==> src/pspr_pkg.sv <==
// ----------------------------------------------------------------------------
// PCM sample player package
// Shared widths, codes, reset values and the command/status bundles that pass
// between the controller and the datapath.
// ----------------------------------------------------------------------------
`timescale 1ns / 1ps

package pspr_pkg;

    // Field widths
    localparam int CNT_W     = 13;
    localparam int SPM_W     = 10;
    localparam int MODE_W    = 2;
    localparam int MS_W      = 16;
    localparam int RND_W     = 15;
    localparam int ADDR_W    = 12;
    localparam int SMP_W     = 8;
    localparam int ACT_W     = 2;
    localparam int PROD_W    = MS_W + SPM_W;
    localparam int S_TDATA_W = 40;
    localparam int M_TDATA_W = 8;

    // Shared divider: one quotient bit per cycle
    localparam int DIV_W     = 16;
    localparam int DIV_CNT_W = $clog2(DIV_W);

    // Register port
    localparam int PADDR_W   = 5;
    localparam int PDATA_W   = 32;

    localparam logic [2:0] REG_SAMPLE_COUNT   = 3'd0;
    localparam logic [2:0] REG_MS_SAMPLES     = 3'd1;
    localparam logic [2:0] REG_PLAY_MODE      = 3'd2;
    localparam logic [2:0] REG_PLAY_TIME_MS   = 3'd3;
    localparam logic [2:0] REG_MIX_PERIOD_MS  = 3'd4;

    // Register reset values
    localparam logic [CNT_W-1:0]  RST_SAMPLE_COUNT   = 13'd4096;
    localparam logic [SPM_W-1:0]  RST_MS_SAMPLES     = 10'd40;
    localparam logic [MODE_W-1:0] RST_PLAY_MODE      = 2'd0;
    localparam logic [MS_W-1:0]   RST_PLAY_TIME_MS   = 16'd1000;
    localparam logic [MS_W-1:0]   RST_MIX_PERIOD_MS  = 16'd0;

    // Item kinds
    localparam logic [ACT_W-1:0] ACT_TICK  = 2'd0;
    localparam logic [ACT_W-1:0] ACT_START = 2'd1;
    localparam logic [ACT_W-1:0] ACT_WRITE = 2'd2;

    // Play modes
    localparam logic [MODE_W-1:0] MODE_ONCE   = 2'd0;
    localparam logic [MODE_W-1:0] MODE_LOOP   = 2'd1;
    localparam logic [MODE_W-1:0] MODE_RANDOM = 2'd2;

    localparam logic [SMP_W-1:0] IDLE_DUTY = 8'd127;

    typedef struct packed {
        logic [CNT_W-1:0]  sample_count;
        logic [SPM_W-1:0]  ms_samples;
        logic [MODE_W-1:0] play_mode;
        logic [MS_W-1:0]   play_time_ms;
        logic [MS_W-1:0]   mix_period_ms;
    } cfg_t;

    // Controller to datapath
    typedef struct packed {
        logic load_item;
        logic mem_write;
        logic tick_begin;
        logic clip_div;
        logic start_apply;
        logic dec_ms;
        logic mix_div;
        logic jump_div;
        logic jump_mul;
        logic jump_add;
        logic tick_end;
        logic out_load;
    } cmd_t;

    // Datapath to controller
    typedef struct packed {
        logic [ACT_W-1:0] action;
        logic             enabled;
        logic             mode_valid;
        logic             div_busy;
        logic             rem_zero;
        logic             ms_zero;
        logic             period_zero;
        logic             out_free;
    } sts_t;

endpackage

==> src/pspr_regs.sv <==
// ----------------------------------------------------------------------------
// PCM sample player register bank
// Five configuration registers behind an APB-style port, read back as written.
// ----------------------------------------------------------------------------
`timescale 1ns / 1ps

module pspr_regs (
    input  logic                           clk,
    input  logic                           rst_n,
    input  logic                           psel,
    input  logic                           penable,
    input  logic                           pwrite,
    input  logic [pspr_pkg::PADDR_W-1:0]   paddr,
    input  logic [pspr_pkg::PDATA_W-1:0]   pwdata,
    output logic [pspr_pkg::PDATA_W-1:0]   prdata,
    output logic                           pready,
    output pspr_pkg::cfg_t                 cfg
);
    import pspr_pkg::*;

    cfg_t       cfg_reg;
    logic       wr_en;
    logic [2:0] reg_idx;

    assign pready  = 1'b1;
    assign wr_en   = psel & penable & pwrite & pready;
    assign reg_idx = paddr[4:2];
    assign cfg     = cfg_reg;

    // Register writes
    always_ff @(posedge clk or negedge rst_n)
    begin
        if (!rst_n)
        begin
            cfg_reg.sample_count   <= RST_SAMPLE_COUNT;
            cfg_reg.ms_samples     <= RST_MS_SAMPLES;
            cfg_reg.play_mode      <= RST_PLAY_MODE;
            cfg_reg.play_time_ms   <= RST_PLAY_TIME_MS;
            cfg_reg.mix_period_ms  <= RST_MIX_PERIOD_MS;
        end
        else if (wr_en)
        begin
            unique case (reg_idx)
                REG_SAMPLE_COUNT:   cfg_reg.sample_count   <= pwdata[CNT_W-1:0];
                REG_MS_SAMPLES:     cfg_reg.ms_samples     <= pwdata[SPM_W-1:0];
                REG_PLAY_MODE:      cfg_reg.play_mode      <= pwdata[MODE_W-1:0];
                REG_PLAY_TIME_MS:   cfg_reg.play_time_ms   <= pwdata[MS_W-1:0];
                REG_MIX_PERIOD_MS:  cfg_reg.mix_period_ms  <= pwdata[MS_W-1:0];
                default:            ;
            endcase
        end
    end

    // Read-back
    always_comb
    begin
        unique case (reg_idx)
            REG_SAMPLE_COUNT:   prdata = PDATA_W'(cfg_reg.sample_count);
            REG_MS_SAMPLES:     prdata = PDATA_W'(cfg_reg.ms_samples);
            REG_PLAY_MODE:      prdata = PDATA_W'(cfg_reg.play_mode);
            REG_PLAY_TIME_MS:   prdata = PDATA_W'(cfg_reg.play_time_ms);
            REG_MIX_PERIOD_MS:  prdata = PDATA_W'(cfg_reg.mix_period_ms);
            default:            prdata = '0;
        endcase
    end

endmodule

==> config.mk <==
export PLATFORM = sky130hd
export DESIGN_NAME = pspr_regs
export DESIGN_NICKNAME = d
export VERILOG_FILES = /design/src/pspr_pkg.sv /design/src/pspr_regs.sv
export SDC_FILE = /design/constraint.sdc
export NUM_CORES = 1
export LEC_CHECK = 0
export BUFFER_PORTS_ARGS = -buffer_cell sky130_fd_sc_hd__buf_4
export CORE_MARGIN = 10
export CORE_UTILIZATION = 47
export CTS_CLUSTER_DIAMETER = 100
export DETAILED_ROUTE_END_ITERATION = 12
export PLACE_DENSITY = 0.8
export SYNTH_ARGS = -nofsm -noshare
export SYNTH_HDL_FRONTEND = slang
export SYNTH_SLANG_ARGS = --single-unit
==> constraint.sdc <==
create_clock -name clk -period 1.9 [get_ports clk]
set_input_delay 0.38 -clock clk [delete_from_list [all_inputs] [get_ports clk]]
set_output_delay 0.38 -clock clk [all_outputs]
set_load 0.02 [all_outputs]
==> metrics.md <==
| Metric | Value |
|---|---|
| Run status | complete, no violations |
| Die area | 0.009552 sq mm |
| Max FO, Critical Path | 3 |
| # diodes | 0 |
| Seq cells post-synth | 57 |
| Startpoint Class | register |
| Total power | 4.296 mW |
| Post-DP HPWL | 5862 um |
| Boundary Pins | 132 |
| Max reg flops | 57 |
| DRC viols | 0 |
| Worst EP required | 1520 ps |
| Max-slew violations | 0 |
| Routability congestion estimate | 0.7599 |
| Worst Max-Slew Pin Slew | 715.4 ps |
| Hold_buf cts | 0 |
| Post-route cell area | 0.003832 sq mm |
| Number of synthesized flops with an enable pin | 0 |
| Initial antenna violation count | 0 |
| Leading cell types by count after synthesis | dfrtp_1 (48), mux2_2 (48), nand2_1 (20) |
| Finished Core Util | 65.11% |
| Largest net degree at the start of global routing | 58 |
| Die span in x | 97.74 um |
| Max Cap Viol | 0 |
| Final worst path period share | 94.89% |
| Core Box Area | 0.005886 sq mm |
| Worst setup EP type | output pin |
| Final ANT Viol Nets | 0 |
| Total track usage | 16.07% |
| Height of the chip | 97.74 um |
| 1st-iter DRT viols | 52 |
| Final hold violations | 0 |
| Final TNS setup | 0 ps |
| Row count | 28 |
| CTS tree | yes |
| Layout Nets | 362 |
| Routed via count | 2074 |
| Vias per inst | 5.185 |
| Share of cells above drive strength 1 | 61.85% |
| Arrival @ worst endpoint | 1420 ps |
| Max Freq | 0.5546 GHz |
| Synth Instances | 215 |
| Global route total overflow | 0 |
| Dominant cell type by area after synthesis | dfrtp_1 |
| Synthesized area | 0.002840 sq mm |
| CTS buffer count | 9 |
| Final setup fails | 0 |
| IO buf count | 96 |
| Layout area overhead | 34.93% |
| Clk root buf | clkbuf_8 |
| CTS H-tree depth | 3 |
| Minimum clock period | 1803 ps |
| Clock Skews | 0 ps |
| Vias in the first global route | 2294 |
| Clock-pin slew on the worst setup and hold paths | 70 ps |
| # clock sinks | 57 |
| Clock Latency Late Sink | 330 ps |
| Async set-reset flop share out of synthesis | 100.0% |
| Mean Syn Cell Area | 13.21 sq um |
| Static Leak | 1.883 nW |
| Number of synthesis warnings | 0 |
| Unrepaired setup endpoints after global routing | false |
| Max Root-Sink Buffers | 2 |
| First-pass iteration count of the detailed router | 4 |
| PD cells | 1121 mW/mm^2 |
| Worst VDD drop | 0.6576 mV |
| Initial Util | 48.26% |
| Main synth FF type | dfrtp_1 |
| Unique masters post-synth | 27 |
| R2r setup slk | 1090 ps |
| Post-synthesis sequential area ratio | 50.62% |
| Final wirelength | 7905 um |
| Setup CP Type | reg -> out |
| Yosys top cell area share | 42.29% |
| Hold Crit Class | in -> async |
| Top post-synthesis cells by area | dfrtp_1 (42%), mux2_2 (19%), dfstp_2 (8.3%), mux2_4 (5.8%), buf_4 (5.0%) |
| Placed Area | 0.003598 sq mm |
| Slew headroom | 52.31% |
| First-pass GRT wire length | 12340 um |
| Avg WL per Cell | 19.76 um |
## layout by cell type (no fill, tap or decap), types with 2 or more instances in the layout
cell type,instances
buf_4,110
mux2_2,48
dfrtp_1,48
nand2_1,20
conb_1,17
mux2i_1,11
mux2_4,11
dfstp_2,9
clkbuf_8,9
o221ai_1,8
nor3b_1,3
a22o_1,3
o21ai_0,3
nor2b_1,2
a22oi_1,2
a21oi_2,2
o22ai_1,2
or2_1,2
bufinv_16,2
inv_6,2
clkinv_4,2
## critical path, cell delays in order, from the launching register on
cell and delay, ps:
dfrtp_1 410, mux2_2 280, a21oi_2 140, o22ai_1 100, buf_4 170
## kinds of logic after synthesis
kind of cell    share of synthesized area (%)
compound gates                          5.242
buf+inv                                 8.546
flops                                   50.62
mux                                     28.72
other cells                            0.2644
simple gates                            6.608
## cell type report
type	count	area, sq um
clock buffers	9	123.9
clock inverters	7	102.6
fillers	472	2053
multi-input cells	141	1229
flip-flops and latches	57	1438
well taps	75	93.84
repair buffers	111	845.8
## metrics by stage
| stage | std cells | hold slack, ps | setup slack, ps |
|---|---|---|---|
| final | 400 | 92.49 | 97.01 |
| after global routing | 400 | 146.0 | 21.08 |
| after CTS | 400 | 119.9 | 43.52 |
| after detailed placement | 384 | 480.8 | 113.5 |
| after global placement | 384 | 477.0 | 139.0 |
| after floorplan | 230 | 84.41 | 105.6 |
## final timing paths
path                              to  cells after the start        from
max                        prdata[0]                      4     cfg[16]
min                          cfg[45]                      1       rst_n
max reg2reg                  cfg[52]                      1     cfg[52]
min reg2reg                  cfg[27]                      1     cfg[27]
max in group asynchronous     cfg[6]                      1       rst_n
min in group clk             cfg[13]                      2  pwdata[13]
## where the power goes
group          internal (mW)  switching, mW  leakage [nW]
registers               1.48          0.204         0.708
logic                  0.643          0.697          1.06
clock network          0.751          0.521         0.110
total                   2.87           1.42          1.88
## layer usage
| metal | global-route usage, % | wire, um | vias to the layer above | share of wire (%) |
|---|---|---|---|---|
| li1 | - | - | 947 | - |
| met1 | 18.03 | 3194 | 1037 | 40 |
| met2 | 26.47 | 3900 | 79 | 49 |
| met3 | 6.624 | 708 | 11 | 9.0 |
| met4 | 6.711 | 101 | 0 | 1.3 |
| met5 | 0 | 0 | - | 0 |
## repair_timing
action,in CTS,in global routing
setup buffers,0,0
endpoints found under the setup margin,0,2
resized for setup,0,2
hold endpoints to repair,0,0
(Power assumes the default switching activity.)
