$ cat src/pspr_pkg.sv
// ----------------------------------------------------------------------------
// PCM sample player package
// Shared widths, codes, reset values and the command/status bundles that pass
// between the controller and the datapath.
// ----------------------------------------------------------------------------
`timescale 1ns / 1ps

package pspr_pkg;

    // Field widths
    localparam int CNT_W     = 13;
    localparam int SPM_W     = 10;
    localparam int MODE_W    = 2;
    localparam int MS_W      = 16;
    localparam int RND_W     = 15;
    localparam int ADDR_W    = 12;
    localparam int SMP_W     = 8;
    localparam int ACT_W     = 2;
    localparam int PROD_W    = MS_W + SPM_W;
    localparam int S_TDATA_W = 40;
    localparam int M_TDATA_W = 8;

    // Shared divider: one quotient bit per cycle
    localparam int DIV_W     = 16;
    localparam int DIV_CNT_W = $clog2(DIV_W);

    // Register port
    localparam int PADDR_W   = 5;
    localparam int PDATA_W   = 32;

    localparam logic [2:0] REG_SAMPLE_COUNT   = 3'd0;
    localparam logic [2:0] REG_MS_SAMPLES     = 3'd1;
    localparam logic [2:0] REG_PLAY_MODE      = 3'd2;
    localparam logic [2:0] REG_PLAY_TIME_MS   = 3'd3;
    localparam logic [2:0] REG_MIX_PERIOD_MS  = 3'd4;

    // Register reset values
    localparam logic [CNT_W-1:0]  RST_SAMPLE_COUNT   = 13'd4096;
    localparam logic [SPM_W-1:0]  RST_MS_SAMPLES     = 10'd40;
    localparam logic [MODE_W-1:0] RST_PLAY_MODE      = 2'd0;
    localparam logic [MS_W-1:0]   RST_PLAY_TIME_MS   = 16'd1000;
    localparam logic [MS_W-1:0]   RST_MIX_PERIOD_MS  = 16'd0;

    // Item kinds
    localparam logic [ACT_W-1:0] ACT_TICK  = 2'd0;
    localparam logic [ACT_W-1:0] ACT_START = 2'd1;
    localparam logic [ACT_W-1:0] ACT_WRITE = 2'd2;

    // Play modes
    localparam logic [MODE_W-1:0] MODE_ONCE   = 2'd0;
    localparam logic [MODE_W-1:0] MODE_LOOP   = 2'd1;
    localparam logic [MODE_W-1:0] MODE_RANDOM = 2'd2;

    localparam logic [SMP_W-1:0] IDLE_DUTY = 8'd127;

    typedef struct packed {
        logic [CNT_W-1:0]  sample_count;
        logic [SPM_W-1:0]  ms_samples;
        logic [MODE_W-1:0] play_mode;
        logic [MS_W-1:0]   play_time_ms;
        logic [MS_W-1:0]   mix_period_ms;
    } cfg_t;

    // Controller to datapath
    typedef struct packed {
        logic load_item;
        logic mem_write;
        logic tick_begin;
        logic clip_div;
        logic start_apply;
        logic dec_ms;
        logic mix_div;
        logic jump_div;
        logic jump_mul;
        logic jump_add;
        logic tick_end;
        logic out_load;
    } cmd_t;

    // Datapath to controller
    typedef struct packed {
        logic [ACT_W-1:0] action;
        logic             enabled;
        logic             mode_valid;
        logic             div_busy;
        logic             rem_zero;
        logic             ms_zero;
        logic             period_zero;
        logic             out_free;
    } sts_t;

endpackage

$ cat src/pspr_ctrl.sv
// ----------------------------------------------------------------------------
// PCM sample player controller
// Sequences one item at a time through the datapath: dispatch, divisions,
// jump, tick completion and hand-off to the result register.
// ----------------------------------------------------------------------------
`timescale 1ns / 1ps

module pspr_ctrl (
    input  logic            clk,
    input  logic            rst_n,
    input  logic            s_tvalid,
    output logic            s_tready,
    input  pspr_pkg::sts_t  sts,
    output pspr_pkg::cmd_t  cmd
);
    import pspr_pkg::*;

    typedef enum logic [9:0] {
        ST_IDLE     = 10'b00_0000_0001,
        ST_DISPATCH = 10'b00_0000_0010,
        ST_CLIP     = 10'b00_0000_0100,
        ST_PHASE    = 10'b00_0000_1000,
        ST_DEC      = 10'b00_0001_0000,
        ST_MIX      = 10'b00_0010_0000,
        ST_JUMP     = 10'b00_0100_0000,
        ST_ADD      = 10'b00_1000_0000,
        ST_TICK_END = 10'b01_0000_0000,
        ST_RESULT   = 10'b10_0000_0000
    } state_t;

    state_t state_reg, state_next;

    always_ff @(posedge clk or negedge rst_n)
    begin
        if (!rst_n)
        begin
            state_reg <= ST_IDLE;
        end
        else
        begin
            state_reg <= state_next;
        end
    end

    assign s_tready = (state_reg == ST_IDLE);

    // Next state and commands
    always_comb
    begin
        state_next = state_reg;
        cmd        = '0;
        unique case (state_reg)
            ST_IDLE:
            begin
                if (s_tvalid)
                begin
                    cmd.load_item = 1'b1;
                    state_next    = ST_DISPATCH;
                end
            end
            ST_DISPATCH:
            begin
                priority if (sts.action == ACT_WRITE)
                begin
                    cmd.mem_write = 1'b1;
                    state_next    = ST_RESULT;
                end
                else if (sts.action == ACT_START && sts.mode_valid)
                begin
                    cmd.clip_div = 1'b1;
                    state_next   = ST_CLIP;
                end
                else if (sts.action == ACT_TICK && sts.enabled)
                begin
                    cmd.tick_begin = 1'b1;
                    state_next     = ST_PHASE;
                end
                else
                begin
                    state_next = ST_RESULT;
                end
            end
            ST_CLIP:
            begin
                if (!sts.div_busy)
                begin
                    cmd.start_apply = 1'b1;
                    state_next      = ST_RESULT;
                end
            end
            // Millisecond boundary when the index is a multiple of the rate
            ST_PHASE:
            begin
                if (!sts.div_busy)
                begin
                    if (sts.rem_zero)
                    begin
                        cmd.dec_ms = 1'b1;
                        state_next = ST_DEC;
                    end
                    else
                    begin
                        state_next = ST_TICK_END;
                    end
                end
            end
            // No jump when playback ends here anyway or jumps are off
            ST_DEC:
            begin
                if (sts.ms_zero || sts.period_zero)
                begin
                    state_next = ST_TICK_END;
                end
                else
                begin
                    cmd.mix_div = 1'b1;
                    state_next  = ST_MIX;
                end
            end
            ST_MIX:
            begin
                if (!sts.div_busy)
                begin
                    if (sts.rem_zero)
                    begin
                        cmd.jump_div = 1'b1;
                        state_next   = ST_JUMP;
                    end
                    else
                    begin
                        state_next = ST_TICK_END;
                    end
                end
            end
            ST_JUMP:
            begin
                if (!sts.div_busy)
                begin
                    cmd.jump_mul = 1'b1;
                    state_next   = ST_ADD;
                end
            end
            ST_ADD:
            begin
                cmd.jump_add = 1'b1;
                state_next   = ST_TICK_END;
            end
            ST_TICK_END:
            begin
                cmd.tick_end = 1'b1;
                state_next   = ST_RESULT;
            end
            ST_RESULT:
            begin
                if (sts.out_free)
                begin
                    cmd.out_load = 1'b1;
                    state_next   = ST_IDLE;
                end
            end
            default:
            begin
                state_next = ST_IDLE;
            end
        endcase
    end

endmodule

$ cat config.mk
export PLATFORM = sky130hd
export DESIGN_NAME = pspr_ctrl
export DESIGN_NICKNAME = d
export VERILOG_FILES = /design/src/pspr_pkg.sv /design/src/pspr_ctrl.sv
export SDC_FILE = /design/constraint.sdc
export NUM_CORES = 1
export LEC_CHECK = 0
export ABC_AREA = 1
export BUFFER_PORTS_ARGS = -buffer_cell sky130_fd_sc_hd__buf_2
export CAP_MARGIN = 40
export CORE_MARGIN = 2
export CORE_UTILIZATION = 35
export CTS_CLUSTER_DIAMETER = 200
export DETAILED_ROUTE_END_ITERATION = 16
export MAX_ROUTING_LAYER = met4
export PLACE_DENSITY = 0.54
export SYNTH_ARGS = -nofsm -noshare
export SYNTH_HDL_FRONTEND = slang
export SYNTH_SLANG_ARGS = --single-unit
$ cat constraint.sdc
create_clock -name clk -period 2 [get_ports clk]
set_clock_uncertainty 0.2 [all_clocks]
set_input_delay 0.1 -clock clk [delete_from_list [all_inputs] [get_ports clk]]
set_output_delay 0.1 -clock clk [all_outputs]
set_load 0.1 [all_outputs]
==> results.cfg <==
[status]
outcome = finished, violations left
failed_checks = setup timing

[worst_setup_path]
critPathKind = reg -> out
rr_endpoint = state_reg[4]
r2r_cells = 6
r2r_setup_slack_ps = 30
cp.arrival_ps = 1710
crit_fanout = 3
crit_path_end_kind = primary output
cp-start-kind = flip-flop
rr_startpoint = state_reg[1]
worstPathRequired_ps = 1700

[logic_synthesis]
synthCells = 132
syn_avg_cell_area_um2 = 6.04
synthDistinctLibCells = 17
synth_nets = 144
syn-cell-area_um2 = 797
yosys_warnings = 0
synth-seq-cells = 10
synth-edff-count = 0
synthFlopType = dfrtp_1
ys_seq_area_share_pct = 31.6
ys_async_sr_fraction_pct = 100

[cts]
clk_pin_slew_ps = 80
cts_root_buffer = clkbuf_4
clock_path_buffers = 2
cts_tree = yes
htree_levels = 1
cts.sinks = 10
clock_latency_ps = 280
numCtsBuffers = 3

[flow_run]
maxCapViolCount = 0

[timing]
max_slew.worst_pin.slew_ps = 300
rsz0062_at_grt = true
hold_violations = 0
max_freq_mhz = 498
fin_tns_setup_ps = -13.1
setup_violations = 2
slew_headroom_pct = 80.1
fin_crit_ps = 2010
maxSlewViolCount = 0
hold_slack_ps = 14.1
setup_ws_ps = -8.68
period_share_pct = 100

[route]
vias = 968
avgViaCountPerCell = 4.68
drc = 0
drt_wl_total_um = 2350
drt_iter0_drc = 30
dr.pass1.iters = 4
postRouteAntennaNets = 0
avgRoutedWirePerCell_um = 11.4

[global_routing]
track_usage_pct = 20.2
grt_busiest_layer = met2
grt_overflow = 0
use_met3_pct = 3.16
antenna_found_initial = 0
use_met1_pct = 25.8
use_met2_pct = 32.9
grt_max_degree = 11
grt_first_pass_wirelength_um = 3920
grt_pass1_vias = 891

[layout]
postLayoutCellArea_mm2 = 0.00143
seqCellArea_um2 = 254
nFillCells = 196
largest_register_ffs = 10
finalNetCount = 192
syn2layout_area_growth_pct = 79.1
fin_util_pct = 65.2
final_cells = 207
drive_above_1_share_pct = 39.7
multi_input_area_um2 = 526
diodes = 0

[placement]
hpwl_um = 1710
io_buffer_count = 24
place_ws_ps = 267
dp_cells = 185
place_area_mm2 = 0.00118
gp_congestion = 0.872

[power_and_ir_drop]
ir_drop_uv = 593
power.density_mw_per_mm2 = 826
power.total_mw = 1.18
leakagePower_nw = 0.702

[floorplanning]
rows = 17
design.core.area_mm2 = 0.00219
fp.dieH_um = 51.7
io_pins = 25
die_area_mm2 = 0.00267
start_util_pct = 36.4
die_w_um = 51.7

[hold_path]
hold_class = in -> async
-- what timing repair did --
item | in CTS | in global routing
pin swaps | 0 | 8
endpoints found under the hold margin | 18 | 0
resized for setup | 1 | 16
endpoints found under the setup margin | 2 | 9
buffers inserted | 0 | 6
hold buffers | 12 | 0
-- placed cells by master, fill, tap and decap left out --
cell | netlist | routed
nand2_1 | 27 | 25
inv_1 | 26 | 24
nor2_1 | 32 | 19
nor2_2 | 5 | 13
dlygate4sd3_1 | 0 | 12
buf_12 | 0 | 12
buf_2 | 0 | 11
nand3_1 | 10 | 9
nor2_4 | 3 | 8
buf_4 | 0 | 7
dfrtp_1 | 9 | 7
nand2_2 | 2 | 4
o21ai_0 | 4 | 4
o21ai_1 | 4 | 4
clkbuf_4 | 0 | 4
inv_2 | 1 | 3
nand2_4 | 2 | 2
nor3_1 | 3 | 2
dfrtp_2 | 0 | 2
nand3_2 | 0 | 1
or2_4 | 0 | 1
nor3_4 | 0 | 1
nand4_1 | 1 | 1
a21oi_1 | 1 | 1
clkbuf_8 | 0 | 1
dfstp_2 | 1 | 1
-- critical path: stages, from the launching register on --
cell and delay, ps:
dfrtp_1 430, inv_2 80, nand2_1 80, nor2_2 160, nand2_2 80, or2_4 280
nor2_4 130, buf_12 180
-- routing by layer --
metal / wire length (µm) / part of all wire (%)
met5: 0 / 0
met4: 33 / 1.4
met3: 141 / 6.0
met2: 1170 / 50
met1: 1010 / 43
-- cell type report --
class	count	share of cell area (%)
Clock buffer	4	2.54
Inverter	27	7.10
Multi-Input combinational cell	95	36.8
Sequential cell	10	17.8
Tap cell	28	2.45
Timing Repair Buffer	43	33.3
-- Yosys cell counts (2+ instances only) --
master    n  area, µm²
o21ai_1   4       20.0
nor2_1   32        120
nand2_2   2       12.5
nor3_1    3       15.0
nand3_1  10       50.1
o21ai_0   4       20.0
dfrtp_1   9        225
nor2_4    3       33.8
nand2_1  27        101
inv_1    26       97.6
nand2_4   2       22.5
nor2_2    5       31.3
-- worst max-delay path by stage --
stage,startpoint,end,slack [ps],cells after the start
floorplan,state_reg[4],cmd[6],-280,5
global placement,state_reg[7],cmd[10],280,7
detailed placement,state_reg[4],cmd[10],270,7
CTS,state_reg[4],cmd[10],9,7
global route,state_reg[2],cmd[10],-110,7
finish,state_reg[2],cmd[10],-9,7
-- cell families after synthesis --
group / count (synthesis) / synth area share (%)
AND/OR/NAND/NOR: 86 / 50.1
buffers and inverters: 27 / 12.7
flip-flops: 10 / 31.6
AO/OA/AOI/OAI: 9 / 5.65
-- report_power, final --
group / switching, mW / leakage [nW] / internal (mW) / total [mW]
Clock: 0.0868 / 0.0210 / 0.111 / 0.198
Combinational: 0.496 / 0.549 / 0.217 / 0.714
Sequential: 0.0310 / 0.132 / 0.238 / 0.268
Total: 0.614 / 0.702 / 0.566 / 1.18
Note: power is estimated with default switching activity, not from simulation.
